==> config.mk <==
export PLATFORM = sky130hd
export DESIGN_NAME = deque_with_position_search
export DESIGN_NICKNAME = d
export VERILOG_FILES = /design/src/hw/rtl/dqs_pkg.sv /design/src/hw/rtl/dqs_ctrl.sv /design/src/hw/rtl/dqs_dp.sv /design/src/hw/rtl/deque_with_position_search.sv
export VERILOG_INCLUDE_DIRS = /design/src /design/src/hw/rtl
export SDC_FILE = /design/constraint.sdc
export NUM_CORES = 1
export LEC_CHECK = 0
export ABC_AREA = 1
export BUFFER_PORTS_ARGS = -buffer_cell sky130_fd_sc_hd__buf_2
export CORE_ASPECT_RATIO = 0.7
export CORE_MARGIN = 3
export CORE_UTILIZATION = 40
export CTS_BUF_LIST = sky130_fd_sc_hd__clkbuf_4 sky130_fd_sc_hd__clkbuf_8 sky130_fd_sc_hd__clkbuf_16
export DETAILED_ROUTE_END_ITERATION = 10
export HOLD_SLACK_MARGIN = 0.15
export MAX_ROUTING_LAYER = met4
export SYNTH_ARGS = -nofsm -noshare
export SYNTH_HDL_FRONTEND = slang
export SYNTH_SLANG_ARGS = --single-unit
==> constraint.sdc <==
create_clock -name clock -period 3.3 [get_ports clock]
set_clock_uncertainty 0.2 [all_clocks]
set_input_delay 0.33 -clock clock [delete_from_list [all_inputs] [get_ports clock]]
set_output_delay 0.33 -clock clock [all_outputs]
set_load 0.05 [all_outputs]
==> src/hw/rtl/assert_macros.svh <==
// Assertion macros shared by the deque RTL modules.
// No dependencies; included by every module that carries assertions.
`ifndef ASSERT_MACROS_SVH
`define ASSERT_MACROS_SVH

`ifndef NO_ASSERTIONS

// Check a property on every rising edge, skipped while reset is high.
`define ASSERT_CLK_RST(label, clk, rst, prop) \
   label: assert property (@(posedge clk) disable iff (rst) prop) \
      else $error("assertion failed");

// Check a property on every rising edge, reset included.
`define ASSERT_CLK(label, clk, prop) \
   label: assert property (@(posedge clk) prop) \
      else $error("assertion failed");

`else

`define ASSERT_CLK_RST(label, clk, rst, prop)
`define ASSERT_CLK(label, clk, prop)

`endif

`endif

==> src/hw/rtl/dqs_pkg.sv <==
// Shared types and codes for the deque with position search.
// No dependencies; imported by the controller, the datapath and the top level.
package dqs_pkg;

   // Default number of entries.
   localparam int DQS_DEPTH_DEFAULT = 16;

   // Fixed field widths.
   localparam int CMD_W    = 3;
   localparam int VALUE_W  = 32;
   localparam int STATUS_W = 2;
   localparam int POS_W    = 4;
   localparam int OCC_W    = 5;

   // Command codes.
   localparam logic [CMD_W-1:0] CMD_PUSH_FRONT = 3'd0;
   localparam logic [CMD_W-1:0] CMD_PUSH_BACK  = 3'd1;
   localparam logic [CMD_W-1:0] CMD_DROP_FRONT = 3'd2;
   localparam logic [CMD_W-1:0] CMD_DROP_BACK  = 3'd3;
   localparam logic [CMD_W-1:0] CMD_FIND       = 3'd4;

   // Result status codes.
   localparam logic [STATUS_W-1:0] ST_OK        = 2'd0;
   localparam logic [STATUS_W-1:0] ST_FULL      = 2'd1;
   localparam logic [STATUS_W-1:0] ST_EMPTY     = 2'd2;
   localparam logic [STATUS_W-1:0] ST_NOT_FOUND = 2'd3;

   // Controller states.
   typedef enum logic [1:0] {
      DQS_IDLE,
      DQS_SEARCH,
      DQS_RESP
   } dqs_state_type;

   // Controller to datapath commands.
   typedef struct packed {
      logic load;   // take the request ports and apply the command
      logic step;   // advance the search walk by one entry
   } dqs_ctl_type;

   // Datapath to controller status.
   typedef struct packed {
      logic need_search;   // request on the ports is a find on a non-empty store
      logic search_done;   // current compare hit or was the last held entry
   } dqs_sts_type;

endpackage

==> src/hw/rtl/dqs_ctrl.sv <==
// Controller state machine for the deque: accepts requests, runs find walks.
// Depends on dqs_pkg and assert_macros.svh.
`include "assert_macros.svh"

module dqs_ctrl
   import dqs_pkg::*;
(
   input  logic        clock,
   input  logic        reset,
   input  logic        start,
   output logic        busy,
   output logic        rsp_strobe,
   output dqs_ctl_type ctl,
   input  dqs_sts_type sts
);

   dqs_state_type state_ff;
   dqs_state_type state_in;

   // Hold the state.
   always_ff @(posedge clock) begin
      if (reset) begin
         state_ff <= DQS_IDLE;
      end else begin
         state_ff <= state_in;
      end
   end

   // Choose the next state.
   always_comb begin
      state_in = state_ff;
      case (state_ff)
         DQS_IDLE, DQS_RESP: begin
            if (start) begin
               state_in = sts.need_search ? DQS_SEARCH : DQS_RESP;
            end else begin
               state_in = DQS_IDLE;
            end
         end
         DQS_SEARCH: begin
            if (sts.search_done) begin
               state_in = DQS_RESP;
            end
         end
         default: state_in = DQS_IDLE;
      endcase
   end

   // Drive handshake and datapath commands.
   always_comb begin
      busy       = 1'b0;
      rsp_strobe = 1'b0;
      ctl.load   = 1'b0;
      ctl.step   = 1'b0;
      case (state_ff)
         DQS_IDLE: begin
            ctl.load = start;
         end
         DQS_SEARCH: begin
            busy     = 1'b1;
            ctl.step = 1'b1;
         end
         DQS_RESP: begin
            rsp_strobe = 1'b1;
            ctl.load   = start;
         end
         default: begin
            busy = 1'b0;
         end
      endcase
   end

   `ASSERT_CLK_RST(a_idle_stays, clock, reset,
      (state_ff == DQS_IDLE && !start) |=> (state_ff == DQS_IDLE))
   `ASSERT_CLK_RST(a_search_ends, clock, reset,
      (state_ff == DQS_SEARCH && sts.search_done) |=> rsp_strobe)
   `ASSERT_CLK_RST(a_strobe_after_work, clock, reset,
      rsp_strobe |-> ($past(ctl.load) || $past(ctl.step)))

endmodule

==> src/hw/rtl/dqs_dp.sv <==
// Datapath for the deque: entry memory, ring pointers, search walk, result.
// Depends on dqs_pkg and assert_macros.svh.
`include "assert_macros.svh"

module dqs_dp
   import dqs_pkg::*;
#(
   parameter int DEPTH = DQS_DEPTH_DEFAULT
)(
   input  logic                       clock,
   input  logic                       reset,
   input  dqs_ctl_type                ctl,
   output dqs_sts_type                sts,
   input  logic        [CMD_W-1:0]    req_cmd,
   input  logic signed [VALUE_W-1:0]  req_value,
   output logic        [STATUS_W-1:0] rsp_status,
   output logic        [POS_W-1:0]    rsp_position,
   output logic        [OCC_W-1:0]    rsp_occupancy
);

   localparam int IDXW = $clog2(DEPTH);
   localparam int CNTW = $clog2(DEPTH + 1);
   localparam int SUMW = CNTW + 1;

   // Entry storage: one write port, one registered read port.
   logic [VALUE_W-1:0] mem_ff [DEPTH];
   logic [VALUE_W-1:0] rd_data_ff;

   logic [IDXW-1:0]     front_ff, front_in;
   logic [CNTW-1:0]     count_ff, count_in;
   logic [VALUE_W-1:0]  key_ff, key_in;
   logic [CNTW-1:0]     rd_idx_ff, rd_idx_in;
   logic                cmp_vld_ff, cmp_vld_in;
   logic [CNTW-1:0]     cmp_idx_ff, cmp_idx_in;
   logic [STATUS_W-1:0] status_ff, status_in;
   logic [POS_W-1:0]    pos_ff, pos_in;

   logic            wr_en;
   logic [IDXW-1:0] wr_addr;
   logic            rd_en;
   logic [IDXW-1:0] rd_addr;
   logic            full;
   logic            empty;
   logic [IDXW-1:0] front_dec;
   logic            hit;
   logic            last;

   // Ring slot of the entry that sits offset places behind the front.
   function automatic logic [IDXW-1:0] ring_slot(input logic [IDXW-1:0] front,
                                                 input logic [CNTW-1:0] offset);
      logic [SUMW-1:0] sum;
      sum = SUMW'(front) + SUMW'(offset);
      if (sum >= SUMW'(DEPTH)) begin
         sum = sum - SUMW'(DEPTH);
      end
      return sum[IDXW-1:0];
   endfunction

   assign full      = (count_ff == CNTW'(DEPTH));
   assign empty     = (count_ff == '0);
   assign front_dec = (front_ff == '0) ? IDXW'(DEPTH - 1) : front_ff - IDXW'(1);

   // Compare the entry read last cycle against the key.
   assign hit  = cmp_vld_ff && (rd_data_ff == key_ff);
   assign last = cmp_vld_ff && (cmp_idx_ff == count_ff - CNTW'(1));

   assign sts.need_search = (req_cmd == CMD_FIND) && !empty;
   assign sts.search_done = hit || last;

   // Issue the next search read while held entries remain.
   assign rd_en   = ctl.step && (rd_idx_ff < count_ff);
   assign rd_addr = ring_slot(front_ff, rd_idx_ff);

   // Apply a command, or advance the search.
   always_comb begin
      front_in   = front_ff;
      count_in   = count_ff;
      key_in     = key_ff;
      rd_idx_in  = rd_idx_ff;
      cmp_vld_in = 1'b0;
      cmp_idx_in = cmp_idx_ff;
      status_in  = status_ff;
      pos_in     = pos_ff;
      wr_en      = 1'b0;
      wr_addr    = ring_slot(front_ff, count_ff);
      if (ctl.load) begin
         status_in = ST_OK;
         pos_in    = '0;
         case (req_cmd)
            CMD_PUSH_FRONT: begin
               if (full) begin
                  status_in = ST_FULL;
               end else begin
                  front_in = front_dec;
                  wr_en    = 1'b1;
                  wr_addr  = front_dec;
                  count_in = count_ff + CNTW'(1);
               end
            end
            CMD_PUSH_BACK: begin
               if (full) begin
                  status_in = ST_FULL;
               end else begin
                  wr_en    = 1'b1;
                  count_in = count_ff + CNTW'(1);
               end
            end
            CMD_DROP_FRONT: begin
               if (empty) begin
                  status_in = ST_EMPTY;
               end else begin
                  front_in = ring_slot(front_ff, CNTW'(1));
                  count_in = count_ff - CNTW'(1);
               end
            end
            CMD_DROP_BACK: begin
               if (empty) begin
                  status_in = ST_EMPTY;
               end else begin
                  count_in = count_ff - CNTW'(1);
               end
            end
            CMD_FIND: begin
               status_in = ST_NOT_FOUND;
               key_in    = req_value;
               rd_idx_in = '0;
            end
            default: begin
               status_in = ST_OK;
            end
         endcase
      end else if (ctl.step) begin
         cmp_vld_in = rd_en;
         cmp_idx_in = rd_idx_ff;
         if (rd_en) begin
            rd_idx_in = rd_idx_ff + CNTW'(1);
         end
         if (hit) begin
            status_in = ST_OK;
            pos_in    = POS_W'(cmp_idx_ff);
         end
      end
   end

   // Hold control state.
   always_ff @(posedge clock) begin
      if (reset) begin
         front_ff   <= '0;
         count_ff   <= '0;
         rd_idx_ff  <= '0;
         cmp_vld_ff <= 1'b0;
      end else begin
         front_ff   <= front_in;
         count_ff   <= count_in;
         rd_idx_ff  <= rd_idx_in;
         cmp_vld_ff <= cmp_vld_in;
      end
   end

   // Hold payload.
   always_ff @(posedge clock) begin
      key_ff     <= key_in;
      cmp_idx_ff <= cmp_idx_in;
      status_ff  <= status_in;
      pos_ff     <= pos_in;
   end

   // Write an entry.
   always_ff @(posedge clock) begin
      if (wr_en) begin
         mem_ff[wr_addr] <= req_value;
      end
   end

   // Read an entry.
   always_ff @(posedge clock) begin
      if (rd_en) begin
         rd_data_ff <= mem_ff[rd_addr];
      end
   end

   assign rsp_status    = status_ff;
   assign rsp_position  = pos_ff;
   assign rsp_occupancy = OCC_W'(count_ff);

   `ASSERT_CLK_RST(a_count_bound, clock, reset, count_ff <= CNTW'(DEPTH))
   `ASSERT_CLK_RST(a_count_only_on_load, clock, reset,
      !ctl.load |=> $stable(count_ff))
   `ASSERT_CLK_RST(a_compare_held, clock, reset,
      cmp_vld_ff |-> (cmp_idx_ff < count_ff))

endmodule

==> src/hw/rtl/deque_with_position_search.sv <==
// Top level of the bounded deque with position search.
// Depends on dqs_pkg, dqs_ctrl and dqs_dp.
//
// Channel   Ports                                         Transfer
// request   start, busy, req_cmd, req_value               start && !busy at clock edge
// response  rsp_strobe, rsp_status, rsp_position,         rsp_strobe high for one cycle
//           rsp_occupancy
//
// Push and drop: the result strobes in the cycle after the transfer,
// and a new request is taken in that same cycle.
// Find walks the held entries one per cycle through the single read port of the
// entry memory; it keeps busy high during the walk, then strobes the result.
// Reset clears the pointers and the occupancy; no clearing pass of the memory.
// The receiver cannot stall: every result is presented for exactly one cycle.
module deque_with_position_search
   import dqs_pkg::*;
#(
   parameter int DEPTH = DQS_DEPTH_DEFAULT
)(
   input  logic                       clock,
   input  logic                       reset,
   input  logic                       start,
   output logic                       busy,
   input  logic        [CMD_W-1:0]    req_cmd,
   input  logic signed [VALUE_W-1:0]  req_value,
   output logic                       rsp_strobe,
   output logic        [STATUS_W-1:0] rsp_status,
   output logic        [POS_W-1:0]    rsp_position,
   output logic        [OCC_W-1:0]    rsp_occupancy
);

   dqs_ctl_type ctl;
   dqs_sts_type sts;

   // Sequence requests and search walks.
   dqs_ctrl u_ctrl (
      .clock      (clock),
      .reset      (reset),
      .start      (start),
      .busy       (busy),
      .rsp_strobe (rsp_strobe),
      .ctl        (ctl),
      .sts        (sts)
   );

   // Store entries and build results.
   dqs_dp #(
      .DEPTH (DEPTH)
   ) u_dp (
      .clock         (clock),
      .reset         (reset),
      .ctl           (ctl),
      .sts           (sts),
      .req_cmd       (req_cmd),
      .req_value     (req_value),
      .rsp_status    (rsp_status),
      .rsp_position  (rsp_position),
      .rsp_occupancy (rsp_occupancy)
   );

endmodule
==> impl_metrics.ini, run 1 <==
[synthesis]
synth.most_common_cell = edfxtp_1
syn_area_sq_mm = 0.0249
synth_ff_type = edfxtp_1
yosysUniqueCellTypes = 41
yosysTopAreaCellShare_pct = 70.3
ys_warn_count = 0
synth_edf_count = 583
ys_top_cells_by_area = edfxtp_1 (70%), mux2i_1 (5.1%), o211ai_1 (3.9%)
ys_top_cells_by_count = edfxtp_1 (583), inv_1 (217), nand2_1 (160), a21oi_1 (146), o21ai_0 (143)
yosysSeqAreaShare_pct = 72.0
synth.avg_cell_area_sq_um = 13.5
syn_inst = 1840
syn_nets = 1895
synthArstFlopShare_pct = 0
synth_seq_cells = 604
synth_area_leader_cell = edfxtp_1

[global_route]
track_usage_pct = 18.2
grt_pass1_wl_microns = 88500
grt_pass1_vias = 14200
globalRouteOverflowTotal = 0
grt_max_degree = 110
antenna_found_initial = 0

[die]
die_h_microns = 215
fp.dieW_microns = 304
std_cell_rows = 75
dieArea_sq_mm = 0.0653
start_util_pct = 41.0
core_sq_mm = 0.0607
io_pins = 51

[timing]
setup_violations = 0
hold_viol_final = 0
post-route-period-util_pct = 92.3
finalMaxSlewViolations = 0
period_needed_ps = 3040
worst_slew_pin_slew_ps = 846
max_freq_mhz = 328
maxSlewHeadroom_pct = 43.1
rsz0062_at_grt = false
timing.setup.tns_ps = 0

[clock_network]
post_cts_buffers = 0
clkTransAtPathRegs_ps = 60
clk_latency_ps = 630
cts_buffers = 56
cts_tree = yes
cts.sinks = 604
root_buffer = clkbuf_16
clockBufferDepth = 3
h-tree-depth = 2

[critical_path]
crit_path_end_kind = flip-flop
cp_data_arrival_time_ps = 3160
worstPathRequired_ps = 3420
startpoint_type = flip-flop
crit_fanout = 17
critical_path_class = flip-flop to flip-flop

[power]
p_leak_nw = 10.1
pwr-share-clk_pct = 41.1
internal_power_w = 0.0127
switching_share_pct = 22.1
cellPowerDensity_mw_per_mm2 = 564
netSwitchingPower_w = 0.00361
p_comb_share_pct = 6.7
vdd_drop_max_uv = 396
p_seq_share_pct = 52.2

[detailed_routing]
vias = 14700
antenna_left = 0
viasPerCell = 5.23
wl_per_cell_microns = 20.8
drtIter0Drc = 1388
remaining_drc_errors = 0
drt-pass1-iter-count = 7
wirelength_microns = 58400

[run_status]
status = completed

[run]
maxCapViolCount = 0

[layout]
fill_cells = 5180
diodes = 0
finalNetCount = 2010
final-instance-count-excl-fill = 2811
syn_to_final_growth_pct = 16.2
drive_gt1_share_pct = 12.4
multi_input_comb_area_sq_mm = 0.00581
register_area_sq_mm = 0.0179

[place]
port-buffer-count = 50
dp_cells = 2667
hpwl_microns = 35000
place_congestion = 0.801

[hold_path]
hold_class = flip-flop to flip-flop
-- critical path, cell delays in order (launching register included) --
cell	delay (ps)
dfxtp_1	480
inv_1	140
ha_1	300
nand3_2	160
nand3_2	150
inv_2	120
nand2_1	70
a21oi_1	210
nand2_1	290
nor2_4	380
buf_12	220
-- power groups by stage --
stage               clock [W]  combinational (W)  sequential [W]
floorplan                   0           0.000634         0.00870
global placement            0            0.00105         0.00868
detailed placement          0            0.00106         0.00868
CTS                   0.00686            0.00110         0.00852
global route          0.00718            0.00121         0.00852
finish                0.00670            0.00109         0.00852
-- per-layer routing --
metal	track usage [%]	vias up	share of wire, %
met1	27.2	7255	48
met2	25.8	431	43
li1	-	6934	-
met5	-	-	0
met3	3.04	90	6.7
met4	4.73	0	2.0
-- registers in the layout, summed over array words and instances, names as in the netlist --
| name | cells |
|---|---|
| u_dp.rd_idx_ff | 5 |
| u_dp.rsp_position | 4 |
| u_dp.cmp_vld_ff | 1 |
| u_dp.cmp_idx_ff | 5 |
| u_dp.key_ff | 32 |
| u_dp.front_ff | 4 |
| u_dp.rsp_status | 2 |
| u_ctrl.state_ff | 2 |
| u_dp.rsp_occupancy | 5 |
| u_dp.rd_data_ff | 32 |
| u_dp.mem_ff | 512 |
-- logic make-up (layout without fill, tap and decap cells) --
family | after synthesis | in the layout | share of synthesized area, %
flops | 604 | 604 | 72.0
compound gates | 461 | 461 | 10.7
buf+inv | 312 | 475 | 5.41
simple gates | 296 | 296 | 5.05
mux | 128 | 128 | 5.15
xor+xnor | 22 | 22 | 0.834
fa+ha+maj | 17 | 17 | 0.914
-- through the flow --
stage / util, % / total power [W] / worst slack [ps] / hold WS [ps] / area [sq um]
2_1_floorplan: - / 0.00933 / -101 / 199 / 24900
3_3_place_gp: 43.9 / 0.00973 / 351 / 297 / 26600
3_5_place_dp: 43.9 / 0.00974 / 297 / 300 / 26600
4_1_cts: 47.7 / 0.0165 / 270 / 312 / 28900
5_1_grt: 47.7 / 0.0169 / 84.7 / 346 / 28900
6_report: 47.7 / 0.0163 / 255 / 311 / 28900
-- final cells by class --
type / instances / area share, %
Inverter: 221 / 2.88
Clock buffer: 70 / 5.29
Timing Repair Buffer: 148 / 4.99
Sequential cell: 604 / 61.9
Tap cell: 808 / 3.49
Clock inverter: 36 / 1.34
Multi-Input combinational cell: 924 / 20.1
-- worst paths after layout --
path	start	to	slack, ps	cells past startpoint
worst max-delay path	u_dp.rsp_occupancy[0]$_SDFFE_PP0P_	u_dp.mem_ff[0][17]$_DFFE_PP_	260	10
worst min-delay path	u_dp.rsp_position[2]$_SDFFE_PN0P_	u_dp.rsp_position[2]$_SDFFE_PN0P_	310	4
worst max register to register	u_dp.rsp_occupancy[0]$_SDFFE_PP0P_	u_dp.mem_ff[0][17]$_DFFE_PP_	260	10
worst min register to register	u_dp.rsp_position[2]$_SDFFE_PN0P_	u_dp.rsp_position[2]$_SDFFE_PN0P_	310	4
-- what timing repair did --
action | CTS | global route
resized for setup | 0 | 0
endpoints found under the hold margin | 580 | 0
hold buffers | 38 | 0
-- layout by cell type (no fill, tap or decap), types with 19 or more instances in the layout --
master         synthesis  layout
edfxtp_1             583     583
o211ai_1             128     128
buf_4                  0      31
a21oi_1              146     146
nor2_4                 2      19
buf_2                 16      50
nand2_1              160     160
dlygate4sd3_1          0      38
dfxtp_1               21      21
clkbuf_16              0      56
mux2i_1              128     128
o21ai_1               35      35
nor2_1                61      44
nand3_1               47      47
o21ai_0              143     143
inv_1                217     215
buf_12                 0      29
No activity file was read; power rests on OpenSTA's default activity.
==> inputs of run 2 (changes only) <==
Settings changed: ABC_AREA 1 to default.
==> run 2 against run 1 <==
Against the previous run:
- global-route usage fell by 0.24 points
- via count fell by 19%
- highest routed layer unchanged
- setup slack worse by 110 ps
- critical path type unchanged
- first-iteration DRC count shrank 25%
- synthesized cell count is 36% lower
- final area down 3.4%
- combinational power down 21%
- cell count is 24% lower
==> impl_metrics.ini, run 2 <==
[synthesis]
syn_area_sq_mm = 0.0236
syn_nets = 1240
syn_inst = 1185
synth_seq_cells = 604
synth_area_leader_cell = edfxtp_1
yosysTopAreaCellShare_pct = 74.2
yosysSeqAreaShare_pct = 76.0
synth.avg_cell_area_sq_um = 19.9
yosysUniqueCellTypes = 49
ys_top_cells_by_count = edfxtp_1 (583), mux4_2 (128), nand2_1 (82), xnor2_1 (47), nor2_1 (39)
ys_top_cells_by_area = edfxtp_1 (74%), mux4_2 (12%), dfxtp_1 (1.8%)
synthArstFlopShare_pct = 0
synth_edf_count = 583
ys_warn_count = 0
synth_ff_type = edfxtp_1
synth.most_common_cell = edfxtp_1

[clock_network]
clk_latency_ps = 610
root_buffer = clkbuf_16
h-tree-depth = 2
clkTransAtPathRegs_ps = 60
cts.sinks = 604
cts_buffers = 54
clockBufferDepth = 3
cts_tree = yes

[timing]
maxSlewHeadroom_pct = 34.1
hold_viol_final = 0
timing.setup.tns_ps = 0
period_needed_ps = 3160
finalMaxSlewViolations = 0
worst_slew_pin_slew_ps = 984
max_freq_mhz = 317
post-route-period-util_pct = 95.6
rsz0062_at_grt = false
setup_violations = 0

[die]
std_cell_rows = 73
fp.dieW_microns = 296
start_util_pct = 41.0
dieArea_sq_mm = 0.0620
die_h_microns = 209
core_sq_mm = 0.0575
io_pins = 51

[critical_path]
worst-path-buf-inv = 2
crit_path_end_kind = flip-flop
cp_data_arrival_time_ps = 3240
rr_startpoint = u_dp.rsp_occupancy[0]$_SDFFE_PP0P_
startpoint_type = flip-flop
cp.depth = 9
crit_family = simple AND/OR/NAND/NOR gates
critical_path_class = flip-flop to flip-flop
cpPeakStageDelay_ps = 420
worstPathCellList = inv_4, ha_4, nor3b_4, a2111oi_4, and2b_2, mux2i_1, nand2_1, nor2_4, buf_12
crit_fanout = 19
regToRegEndpoint = u_dp.mem_ff[4][15]$_DFFE_PP_
r2r_slack_ps = 140
slowest_stage = a2111oi_4
worstPathRequired_ps = 3390
r2r_cells = 9

[global_route]
grt_pass1_vias = 11900
grt_max_degree = 49
antenna_found_initial = 1
track_usage_pct = 18.0
grt_pass1_wl_microns = 79800
globalRouteOverflowTotal = 0

[detailed_routing]
antenna_left = 0
drt-pass1-iter-count = 5
vias = 11800
wirelength_microns = 53300
viasPerCell = 5.53
remaining_drc_errors = 0
drtIter0Drc = 1047
wl_per_cell_microns = 24.9

[place]
place_congestion = 0.806
hpwl_microns = 30400
port-buffer-count = 50

[power]
vdd_drop_max_uv = 390
total_power_w = 0.0159
p_leak_nw = 8.95
cellPowerDensity_mw_per_mm2 = 569

[layout]
layout_commonest_cell = edfxtp_1
finalNetCount = 1401
largest-register = u_dp.mem_ff
syn_to_final_growth_pct = 18.4
reg_top3 = u_dp.mem_ff: 512 flops, u_dp.key_ff: 32 flops, u_dp.rd_data_ff: 32 flops
drive_gt1_share_pct = 27.8
largest_reg_flops = 512
final_cell_mix = edfxtp_1 (583), mux4_2 (128), nand2_1 (82)
final_core_util_pct = 48.6

[hold_path]
hold_class = flip-flop to flip-flop
min_delay_worst_endpoint = u_dp.rsp_position[3]$_SDFFE_PN0P_
hp-start = u_dp.rsp_position[3]$_SDFFE_PN0P_
min_path_cells = 2

[run_status]
status = completed

[run]
maxCapViolCount = 0
-- run 2: cell type report --
type	count	area [sq um]
diodes	1	2.50
clock buffers	63	1420
clock inverters	37	429
fillers	4713	29600
inverters	12	50.0
multi-input cells	514	5600
flip-flops and latches	604	17900
well taps	750	938
repair buffers	160	1570
-- run 2: cells by family after synthesis --
family	share of synthesized area (%)
adders and majority gates	0.965
xor gates and xnor gates	1.97
and+or+nand+nor	4.00
AOI/OAI and AO/OA	2.98
DFF	76.0
muxes	12.9
buffers and inverters	1.24
-- run 2: where the power goes --
part | internal (W) | switching [W] | total [W]
clock network | 0.00373 | 0.00281 | 0.00654
logic | 0.000367 | 0.000498 | 0.000865
registers | 0.00847 | 0.0000223 | 0.00850
total | 0.0126 | 0.00333 | 0.0159
-- run 2: worst reg2reg max path, delay by kind of cell, from the launching register on --
kind	cells	cell delay [ps]
AOI/OAI and AO/OA	1	420
adders and majority gates	1	170
buffers and inverters	2	300
DFF	1	400
muxes	1	290
and+or+nand+nor	4	1110
-- run 2: worst max path at each step --
stage / end / startpoint
global route: u_dp.mem_ff[0][10]$_DFFE_PP_ / u_dp.rsp_occupancy[0]$_SDFFE_PP0P_
global placement: u_dp.rd_data_ff[26]$_DFFE_PP_ / u_dp.rd_idx_ff[1]$_SDFFE_PP0P_
CTS: u_dp.mem_ff[4][15]$_DFFE_PP_ / u_dp.rsp_occupancy[0]$_SDFFE_PP0P_
finish: u_dp.mem_ff[4][15]$_DFFE_PP_ / u_dp.rsp_occupancy[0]$_SDFFE_PP0P_
detailed placement: u_dp.mem_ff[4][6]$_DFFE_PP_ / u_dp.rsp_occupancy[0]$_SDFFE_PP0P_
floorplan: u_dp.mem_ff[0][0]$_DFFE_PP_ / u_dp.rsp_occupancy[0]$_SDFFE_PP0P_
-- run 2: timing repair --
action | 4_1_cts | 5_1_grt
hold buffers | 38 | 0
endpoints found under the hold margin | 569 | 0
resized for setup | 0 | 1
endpoints found under the setup margin | 0 | 45
buffers inserted | 0 | 0
-- run 2: through the flow --
stage / setup WS, ps / hold slack (ps) / area (sq um) / cells
after CTS: 95.9 / 303 / 27900 / 2140
final: 144 / 292 / 27900 / 2141
after floorplan: 17.9 / 193 / 23800 / 1185
after global routing: 31.6 / 327 / 27900 / 2141
after global placement: 115 / 273 / 25700 / 2002
after detailed placement: 75.5 / 288 / 25700 / 2002
-- run 2: layer usage --
| metal | vias up | track usage, % | share of wire, % |
|---|---|---|---|
| met5 | - | - | 0 |
| met4 | 0 | 2.95 | 1.3 |
| met3 | 66 | 3.12 | 7.0 |
| met2 | 419 | 24.6 | 43 |
| met1 | 6237 | 28.4 | 49 |
| li1 | 5124 | - | - |
==> inputs of run 3 (changes only) <==
==> constraint.sdc (replaced) <==
create_clock -name clock -period 3.3 [get_ports clock]
set_clock_uncertainty 0.2 [all_clocks]
set_input_delay 0.495 -clock clock [delete_from_list [all_inputs] [get_ports clock]]
set_output_delay 0.495 -clock clock [all_outputs]
set_load 0.05 [all_outputs]
==> run 3 against run 2 <==
Against the previous run:
- critical path depth unchanged
- largest power group unchanged
- maximum frequency decreased by 1.1%
- sequential power about the same
- worst hold slack got worse by 95 ps
- via count about the same
- die area unchanged
==> impl_metrics.ini, run 3 (same netlist as run 2, synthesis figures left out) <==
[run_status]
status = completed

[clock_network]
clk_latency_ps = 590
root_buffer = clkbuf_16
cts_buffers = 53
clockBufferDepth = 3
cts_tree = yes
clkTransAtPathRegs_ps = 60
post_cts_buffers = 0
cts.sinks = 604
h-tree-depth = 2

[power]
netSwitchingPower_w = 0.00327
vdd_drop_max_uv = 418
internal_power_w = 0.0127
cellPowerDensity_mw_per_mm2 = 570
p_leak_nw = 8.93
pwr-share-clk_pct = 41.3
switching_share_pct = 20.5
p_seq_share_pct = 53.3
p_comb_share_pct = 5.4

[critical_path]
critical_path_class = flip-flop to flip-flop
cp_data_arrival_time_ps = 3260
cp-startpoint = u_dp.rsp_occupancy[0]$_SDFFE_PP0P_
worstPathCellList = inv_4, ha_4, nor3b_4, a2111oi_4, and2b_2, mux2i_4, nand3b_1, nor2_4, buf_12
startpoint_type = flip-flop
rr_startpoint = u_dp.rsp_occupancy[0]$_SDFFE_PP0P_
cpPeakStageDelay_ps = 450
crit_fanout = 23
crit_path_end_kind = flip-flop
worstPathRequired_ps = 3370
slowest_stage = nand3b_1

[timing]
timing.setup.tns_ps = 0
setup_violations = 0
worst_slew_pin_slew_ps = 1140
rsz0062_at_grt = false
maxSlewHeadroom_pct = 23.4
max_freq_mhz = 314
whs_ps = 197
period_needed_ps = 3190
post-route-period-util_pct = 96.7
finalMaxSlewViolations = 0
hold_viol_final = 0

[die]
io_pins = 51
std_cell_rows = 73
die_h_microns = 209
start_util_pct = 41.0
dieArea_sq_mm = 0.0620
core_sq_mm = 0.0575
fp.dieW_microns = 296

[detailed_routing]
viasPerCell = 5.55
vias = 11800
wl_per_cell_microns = 25.2
drtIter0Drc = 1378
met1_length_microns = 25900
wl_met3_microns = 3650
antenna_left = 0
highest_layer = met4
drt-pass1-iter-count = 5
remaining_drc_errors = 0
wl_met2_microns = 23400
wirelength_microns = 53800

[global_route]
globalRouteOverflowTotal = 0
grt_pass1_wl_microns = 79800
antenna_found_initial = 1
grt_pass1_vias = 11700
grt_max_degree = 50
track_usage_pct = 18.0

[run]
maxCapViolCount = 0

[layout]
finalNetCount = 1396
drive_gt1_share_pct = 27.8
largest_reg_flops = 512
layout_commonest_cell = edfxtp_1
reg_top3 = u_dp.mem_ff: 512 flops, u_dp.key_ff: 32 flops, u_dp.rd_data_ff: 32 flops
syn_to_final_growth_pct = 18.6
largest-register = u_dp.mem_ff
final_cell_mix = edfxtp_1 (583), mux4_2 (128), nand2_1 (82)

[hold_path]
hp-start = req_cmd[2]
hold_class = input port to flip-flop

[place]
port-buffer-count = 50
hpwl_microns = 30300
place_congestion = 0.778
## run 3: timing repair
item / in CTS / in global routing
gates resized for setup: 0 / 2
hold buffers: 36 / 0
hold endpoints to repair: 562 / 0
endpoints found under the setup margin: 0 / 88
## run 3: cell type report
type / count / area [sq um]
Clock inverter: 29 / 405
Clock buffer: 68 / 1460
Inverter: 12 / 50.0
Timing Repair Buffer: 156 / 1590
Multi-Input combinational cell: 514 / 5600
Sequential cell: 604 / 17900
Tap cell: 750 / 938
Fill cell: 4684 / 29600
Antenna cell: 1 / 2.50
## run 3: critical path: cells and delay by family (launching register included)
family          cells  cell delay, ps
compound gates      1             430
fa+ha+maj           1             170
mux                 1             110
simple gates        4            1210
buf+inv             2             300
flops               1             410
## run 3: power groups by stage
stage	Sequential (W)	Combinational (W)	Clock, W
after floorplan	0.00868	0.000497	0
after global placement	0.00866	0.000830	0
after detailed placement	0.00867	0.000842	0
after CTS	0.00850	0.000882	0.00674
after global routing	0.00850	0.000945	0.00706
final	0.00850	0.000870	0.00659
## run 3: per-layer routing
layer | vias to the layer above | GRT usage [%]
met5 | - | -
met4 | 0 | 3.27
met3 | 72 | 3.09
met2 | 370 | 25.1
met1 | 6281 | 28.1
li1 | 5121 | -
## run 3: metrics by stage
stage | instances | setup WS (ps) | power [W] | util (%) | cell area (sq um)
floorplan | 1185 | 17.9 | 0.00918 | - | 23800
global placement | 2000 | 141 | 0.00949 | 44.7 | 25700
detailed placement | 2000 | 112 | 0.00951 | 44.7 | 25700
CTS | 2133 | 103 | 0.0161 | 48.6 | 28000
global route | 2134 | 27.3 | 0.0165 | 48.6 | 28000
finish | 2134 | 110 | 0.0160 | 48.6 | 28000
## run 3: worst paths after layout
| check | endpoint | slack (ps) | cells after the start |
|---|---|---|---|
| setup reg to reg | u_dp.mem_ff[11][18]$_DFFE_PP_ | 110 | 9 |
| hold / removal | u_dp.rsp_occupancy[4]$_SDFFE_PP0P_ | 200 | 4 |
| hold reg to reg | u_dp.cmp_idx_ff[4]$_DFFE_PP_ | 300 | 0 |
| setup / recovery | u_dp.mem_ff[11][18]$_DFFE_PP_ | 110 | 9 |
